## config.mk

```make
export PLATFORM = sky130hd
export DESIGN_NAME = c2c_ctrl
export DESIGN_NICKNAME = d
export VERILOG_FILES = /design/src/design/c2c_pkg.sv /design/src/design/c2c_ctrl.sv
export SDC_FILE = /design/constraint.sdc
export NUM_CORES = 1
export LEC_CHECK = 0
export BUFFER_PORTS_ARGS = -buffer_cell sky130_fd_sc_hd__buf_4
export CAP_MARGIN = 10
export CORE_MARGIN = 2
export CORE_UTILIZATION = 57
export CTS_CLUSTER_SIZE = 8
export DETAILED_ROUTE_END_ITERATION = 8
export GPL_ROUTABILITY_DRIVEN = 0
export GPL_TIMING_DRIVEN = 0
export PLACE_DENSITY_LB_ADDON = 0.12
export RECOVER_POWER = 25
export SYNTH_ARGS = -nofsm -noshare
export SYNTH_HDL_FRONTEND = slang
export SYNTH_SLANG_ARGS = --single-unit
```

## constraint.sdc

```tcl
create_clock -name clk -period 6.1 [get_ports clk]
set_input_delay 0.305 -clock clk [delete_from_list [all_inputs] [get_ports clk]]
set_output_delay 0.305 -clock clk [all_outputs]
set_load 0.1 [all_outputs]
```

## src/design/c2c_pkg.sv

```systemverilog
// Package: constants, types and controller interface structs for the c2c unit
`timescale 1ns / 1ps
package c2c_pkg;
	localparam int DIM_DEF       = 16;
	localparam int FRAC_BITS_DEF = 16;
	localparam int IDX_W         = 4;
	localparam int VAL_W         = 32;
	localparam int PROD_W        = 64;

	localparam logic CMD_WRITE = 1'b0;
	localparam logic CMD_READ  = 1'b1;

	// Store address select
	localparam logic [1:0] ADDR_ELEM = 2'd0;
	localparam logic [1:0] ADDR_DI   = 2'd1;
	localparam logic [1:0] ADDR_DJ   = 2'd2;

	// Commands from the controller to the datapath
	typedef struct packed {
		logic ram_we;
		logic ram_re;
		logic [1:0] addr_sel;
		logic cap_idx;
		logic cap_elem;
		logic cap_di;
		logic cap_dj;
		logic mul_start;
		logic mul_step;
		logic sqrt_start;
		logic sqrt_step;
		logic div_start;
		logic div_step;
		logic res_zero;
		logic res_final;
	} c2c_cmd_t;

	typedef struct packed {
		logic idx_ok;
		logic is_read;
	} c2c_sts_t;
endpackage

```

## src/design/c2c_ctrl.sv

```systemverilog
// Controller: clearing pass and sequencing of write and read items
`timescale 1ns / 1ps
module c2c_ctrl #(
	parameter int DIM       = c2c_pkg::DIM_DEF,
	parameter int FRAC_BITS = c2c_pkg::FRAC_BITS_DEF
) (
	input  logic                       clk,
	input  logic                       arst_n,
	input  logic                       in_valid,
	output logic                       in_ready,
	input  c2c_pkg::c2c_sts_t          sts,
	output c2c_pkg::c2c_cmd_t          cmd_c,
	output logic                       clr_we,
	output logic [$clog2(DIM*DIM)-1:0] clr_addr,
	output logic                       out_valid,
	input  logic                       out_ready
);
	import c2c_pkg::*;
	localparam int AW    = $clog2(DIM*DIM);
	localparam int NUM_W = VAL_W + 1 + FRAC_BITS;
	localparam logic [3:0] S_CLR = 4'd0, S_IDLE = 4'd1, S_RDE = 4'd2, S_RDI = 4'd3,
		S_RDJ = 4'd4, S_CAPJ = 4'd5, S_MUL = 4'd6, S_SQRT = 4'd7, S_DIVS = 4'd8,
		S_DIV = 4'd9, S_FIN = 4'd10;

	logic [3:0]  state_q;
	logic [AW:0] clr_q;
	logic [6:0]  cnt_q;
	logic        accept;

	// Hold next item until the pending result is taken
	assign in_ready = (state_q == S_IDLE) && !out_valid;
	assign accept   = in_valid && in_ready;
	assign clr_we   = (state_q == S_CLR);
	assign clr_addr = clr_q[AW-1:0];

	always_comb begin
		cmd_c = '0;
		unique case (state_q)
			S_IDLE: begin
				cmd_c.cap_idx  = accept;
				cmd_c.ram_we   = accept && !sts.is_read && sts.idx_ok;
				cmd_c.res_zero = accept && !(sts.is_read && sts.idx_ok);
			end
			// Registered read: each word arrives in the cycle after its address
			S_RDE: begin
				cmd_c.addr_sel = ADDR_DI;
				cmd_c.cap_elem = 1'b1;
			end
			S_RDI: begin
				cmd_c.addr_sel = ADDR_DJ;
				cmd_c.cap_di   = 1'b1;
			end
			S_RDJ:  cmd_c.cap_dj = 1'b1;
			S_CAPJ: ;
			S_MUL: begin
				cmd_c.mul_start = (cnt_q == '0);
				cmd_c.mul_step  = (cnt_q != '0);
				cmd_c.sqrt_start = (cnt_q == 7'(VAL_W));
			end
			S_SQRT: cmd_c.sqrt_step = 1'b1;
			S_DIVS: cmd_c.div_start = 1'b1;
			S_DIV:  cmd_c.div_step  = 1'b1;
			S_FIN:  cmd_c.res_final = 1'b1;
			default: ;
		endcase
	end

	always_ff @(posedge clk or negedge arst_n) begin
		if (!arst_n) begin
			state_q   <= S_CLR;
			clr_q     <= '0;
			cnt_q     <= '0;
			out_valid <= 1'b0;
		end else begin
			if (out_valid && out_ready) begin
				out_valid <= 1'b0;
			end
			unique case (state_q)
				S_CLR: begin
					clr_q <= clr_q + 1'b1;
					if (clr_q == (AW+1)'(DIM*DIM - 1)) begin
						state_q <= S_IDLE;
					end
				end
				S_IDLE: begin
					if (accept) begin
						if (sts.is_read && sts.idx_ok) begin
							state_q <= S_RDE;
						end else begin
							out_valid <= 1'b1;
						end
					end
				end
				S_RDE: state_q <= S_RDI;
				S_RDI: state_q <= S_RDJ;
				S_RDJ: state_q <= S_CAPJ;
				S_CAPJ: begin
					state_q <= S_MUL;
					cnt_q   <= '0;
				end
				S_MUL: begin
					// Count past the operand width to cover the multiply start; the sqrt setup shares the last multiply step
					if (cnt_q == 7'(VAL_W)) begin
						state_q <= S_SQRT;
						cnt_q   <= '0;
					end else begin
						cnt_q <= cnt_q + 1'b1;
					end
				end
				S_SQRT: begin
					if (cnt_q == 7'(PROD_W/2 - 1)) begin
						state_q <= S_DIVS;
						cnt_q   <= '0;
					end else begin
						cnt_q <= cnt_q + 1'b1;
					end
				end
				S_DIVS: state_q <= S_DIV;
				S_DIV: begin
					if (cnt_q == 7'(NUM_W - 1)) begin
						state_q <= S_FIN;
						cnt_q   <= '0;
					end else begin
						cnt_q <= cnt_q + 1'b1;
					end
				end
				S_FIN: begin
					state_q   <= S_IDLE;
					out_valid <= 1'b1;
				end
				default: state_q <= S_IDLE;
			endcase
		end
	end
endmodule

```

-- Word level (Yosys, flattened, before mapping)
Cells that the tools add are included.
- reduce and logical (&&, ||, !) cells: 15
- add/subtract/negate cells: 2
- mux-type cells: 27
- equal/unequal tests: 20
- operators with widths (kind ; number):
    one-hot mux 4 bit (10 select lines) ; 1
    one-hot mux 7 bit (4 select lines) ; 1
    2-to-1 mux 4 bit ; 6
    2-to-1 mux 7 bit ; 3
    == test 4 x 3 -> 1 bit, second input constant ; 4
    == test 7 x 6 -> 1 bit, second input constant ; 2
    2-to-1 mux 1 bit ; 13
    == test 4 bit, second input constant ; 3
    adder 9 x 1 -> 9 bit, second input constant ; 1
    == test 9 x 8 -> 1 bit, second input constant ; 1
    == test 4 x 2 -> 1 bit, second input constant ; 2
    inequality test 2 bit, second input constant ; 4
    adder 7 x 1 -> 7 bit, second input constant ; 1
    == test 7 x 5 -> 1 bit, second input constant ; 1
    logical AND 1 bit ; 7
    zero test 7 bit ; 1
    nonzero test 7 bit ; 1
    AND reduction 6 bit ; 1
    == test 4 x 1 -> 1 bit, second input constant ; 1
    zero test 4 bit ; 1
    inequality test 2 x 1 -> 1 bit, second input constant ; 2
    one-hot mux 2 bit (2 select lines) ; 1
    nonzero test 4 bit ; 1
    zero test 1 bit ; 3
    2 further kinds ; 2
- logic and storage cells: 68
- flip-flop bits (word level): 21
- input bits: 6

-- Logic depth before layout (Yosys ltp)
- depth after elaboration: 6
- gate-level depth with buffers: 9

-- Worst setup path before layout
Ideal clock, no wire load.
- kind: register -> output
- start point: register cnt_q[0]
- end point: output port cmd_c[5] in the netlist's numbering
- stages on the path, launching flop included: 5
- setup slack: 1.887 ns
- data arrival time: 3.908 ns
- data required time: 5.795 ns
- path through: dfrtp_1 -> inv_1 -> ha_1 -> or4b_1 -> nor4_1
- RTL lines (item ; RTL line ; RTL):
    start: declaration ; c2c_ctrl.sv:27 ; logic [6:0] cnt_q;
    start signal: assignment ; c2c_ctrl.sv:107 ; cnt_q <= cnt_q + 1'b1;
    start signal: assignment ; c2c_ctrl.sv:115 ; cnt_q <= cnt_q + 1'b1;
    start signal: assignment ; c2c_ctrl.sv:124 ; cnt_q <= cnt_q + 1'b1;
    end: declaration ; c2c_ctrl.sv:12 ; output c2c_pkg::c2c_cmd_t cmd_c,

==> metrics.yaml <==
status: "completed"
placed_cells: 223
cp-start-kind: "flip-flop"
endpoint_kind: "output pin"
antenna_cells: 0
leakage_nw: 0.831
grt_max_degree: 22
slew_headroom_pct: 24.4
seq_power_share_pct: 65.2
required_ns: 5.79
critPathMaxStageDelay_ns: 0.42
die_w_um: 53.8
die_y_um: 53.8
p_sw_mw: 0.0459
synth_cells: 162
pwr-share-clk_pct: 30.3
syn_avg_cell_area_um2: 8.73
antenna_found_initial: 0
rrSetupSlack_ns: 3.76
fmax_mhz: 350
synth_mux_area_share_pct: 1.50
seq_area_um2: 526
comb_power_share_pct: 4.5
drt-pass1-iter-count: 4
initial_core_util_pct: 58.7
worst_pin_slew_ns: 1.13
core_region_area_um2: 2410
rr_startpoint: "clr_q[2]"
final_antenna_net_count: 0
whs_ns: 0.315
worstSetupPathType: "flip-flop to output pin"
synthAdderAreaFrac_pct: 3.54
power_density_nw_per_um2: 124
synthXorXnorAreaFrac_pct: 5.58
path_cells: "buf_6, or2_1, buf_6, or3b_1, or3b_4, nor3b_1, buf_4"
swShare_pct: 21.5
num_io_pins: 33
grtUsageTotal_pct: 23.0
rsz0062_at_grt: "false"
worst_r2r_endpoint: "state_q[1]"
cp.arrival_ns: 2.55
grt_pass1_vias: 1130
root_buffer: "clkbuf_4"
syn_area_um2: 1410
vias: 1280
drt-total-wl_um: 2950
peakVddDrop_uv: 135
clk_latency_ns: 0.30
synth-edff-count: 0
overflow: 0
hold_class: "input port to flip-flop"
clock-sinks: 21
dieArea_um2: 2890
synthSimpleGateAreaFrac_pct: 26.5
fin_area_um2: 1720
post-route-min-period_ns: 2.85
initialDrtViolationCount: 18
area_growth_syn_to_layout_pct: 21.4
rows: 18
preCtsSetupSlack_ns: 3.58
synth_seq_cells: 21
multiInputGateArea_um2: 726
post-route-drc-count: 0
synthesis.nets: 172
path_common_cell: "buf_6"
async_flop_share_pct: 100
yosysSeqAreaShare_pct: 37.2
place_hpwl_um: 2270
skew_ns: 0.0124
final_util_pct: 71.2
finalHoldViolCount: 0
path_clk_slew_ns: 0.12
fin_tns_setup_ns: 0
synth_compound_area_share_pct: 13.9
synth_top_family_by_area: "simple AND/OR/NAND/NOR gates"
final_nets: 209
p_int_mw: 0.168
layout-drive-gt1-share_pct: 26.3
yosysUniqueCellTypes: 47
numPortBuffers: 31
whs_path_depth: 3
final_cells: 228
wl_per_cell_um: 12.9
min_to: "out_valid"
cts_tree: "done"
total_power_mw: 0.213
drv_slew: 0
setup_violations: 0
yosysWarnings: 0
drv_cap: 0
vias_per_cell: 5.61
cp_slowest_cell: "or3b_4"
setup_ws_ns: 3.25
ctsHtreeMaxLevel: 1
place_area_um2: 1680
cts_buffers: 3
synth-main-ff-cell: "dfrtp_1"
grt_first_pass_wirelength_um: 4840
cp_max_fo: 10
fin_crit_sh_pct: 46.8
holdCritStartpoint: "out_ready"
r2r_cells: 9
ctsLongestPathBuffers: 2
fill_cells: 191
## worst max-delay path by stage
stage / startpoint / to / slack [ns]
after floorplan: cnt_q[0] / cmd_c[5] / 1.89
final: state_q[2] / cmd_c[15] / 3.25
after detailed placement: state_q[2] / cmd_c[15] / 3.58
after global placement: state_q[2] / cmd_c[15] / 3.62
after global routing: state_q[2] / cmd_c[15] / 3.16
after CTS: state_q[2] / cmd_c[15] / 3.23
## registers in the layout, summed over array words and instances (netlist names)
| signal | flops |
|---|---|
| clr_q | 9 |
| cnt_q | 7 |
| out_valid | 1 |
| state_q | 4 |
## kinds of logic (layout without fill, tap and decap cells)
kind of cell / after synthesis / in the layout
AND/OR/NAND/NOR: 67 / 67
AO/OA/AOI/OAI: 29 / 29
buffers and inverters: 29 / 65
flip-flops: 21 / 21
XOR/XNOR: 9 / 9
adder cells (fa/ha/maj): 4 / 4
multiplexers: 2 / 2
other: 1 / 1
## cell usage after synthesis (2+ instances only)
| cell type | number | area (um2) |
|---|---|---|
| buf_4 | 10 | 75.1 |
| nand2_1 | 9 | 33.8 |
| nand2b_1 | 5 | 31.3 |
| ha_1 | 4 | 50.1 |
| a31oi_1 | 6 | 37.5 |
| buf_6 | 2 | 22.5 |
| clkbuf_1 | 5 | 18.8 |
| nor3_1 | 5 | 25.0 |
| o21ai_0 | 4 | 20.0 |
| a211oi_1 | 2 | 15.0 |
| nor3b_1 | 2 | 15.0 |
| nand3_1 | 7 | 35.0 |
| nor2_1 | 19 | 71.3 |
| a21oi_1 | 4 | 20.0 |
| dfrtp_1 | 21 | 526 |
| nand4_1 | 2 | 12.5 |
| or3_1 | 2 | 12.5 |
| nand4bb_1 | 2 | 22.5 |
| inv_1 | 11 | 41.3 |
| nor4_1 | 4 | 25.0 |
| xor2_1 | 3 | 26.3 |
| a21o_1 | 3 | 22.5 |
| xnor2_1 | 6 | 52.6 |
## cells in the final DEF (no fill, tap or decap), types with 2 or more instances in the layout
master     count
nor2_1        19
a211oi_1       2
dfrtp_1       21
nor3b_1        2
inv_1         11
clkbuf_4       3
nand2_1        9
nand4bb_1      2
a31oi_1        6
ha_1           4
nor3_1         5
xor2_1         3
nand3_1        7
nand4_1        2
a21o_1         3
o21ai_0        4
xnor2_1        6
buf_6          2
clkbuf_1       7
a21oi_1        4
buf_4         40
nand2b_1       5
or3_1          2
nor4_1         4
## critical path: cells and delay by family, from the launching register on
family / cells / cell delay, ns
buf+inv: 3 / 0.59
simple gates: 4 / 1.24
flops: 1 / 0.41
## what timing repair did
action / 4_1_cts / 5_1_grt
hold endpoints to repair: 21 / 0
gates resized for setup: 0 / 0
buffers inserted: 0 / 0
hold buffers: 1 / 0
## metal layers
metal	routed length [um]	share of wire (%)	vias up	GRT usage (%)
met2	1470	50	32	39.0
li1	-	-	632	-
met3	142	4.8	4	3.61
met1	1300	44	612	29.5
met5	0	0	-	0
met4	32	1.1	0	8.12
## power by group through the flow
stage                     Sequential [mW]  Combinational (mW)  Clock [mW]
after floorplan                     0.142             0.00368           0
after global placement              0.142             0.00932           0
after detailed placement            0.142             0.00948           0
after CTS                           0.139             0.00999      0.0678
after global routing                0.139              0.0107      0.0713
final                               0.139             0.00957      0.0648
## area by class of cell
class / count / area share, %
Buffer: 18 / 7.07
Clock buffer: 4 / 1.53
Inverter: 11 / 2.41
Multi-Input combinational cell: 112 / 42.3
Sequential cell: 21 / 30.6
Tap cell: 30 / 2.19
Timing Repair Buffer: 32 / 13.9
No activity file was read; power rests on OpenSTA's default activity.
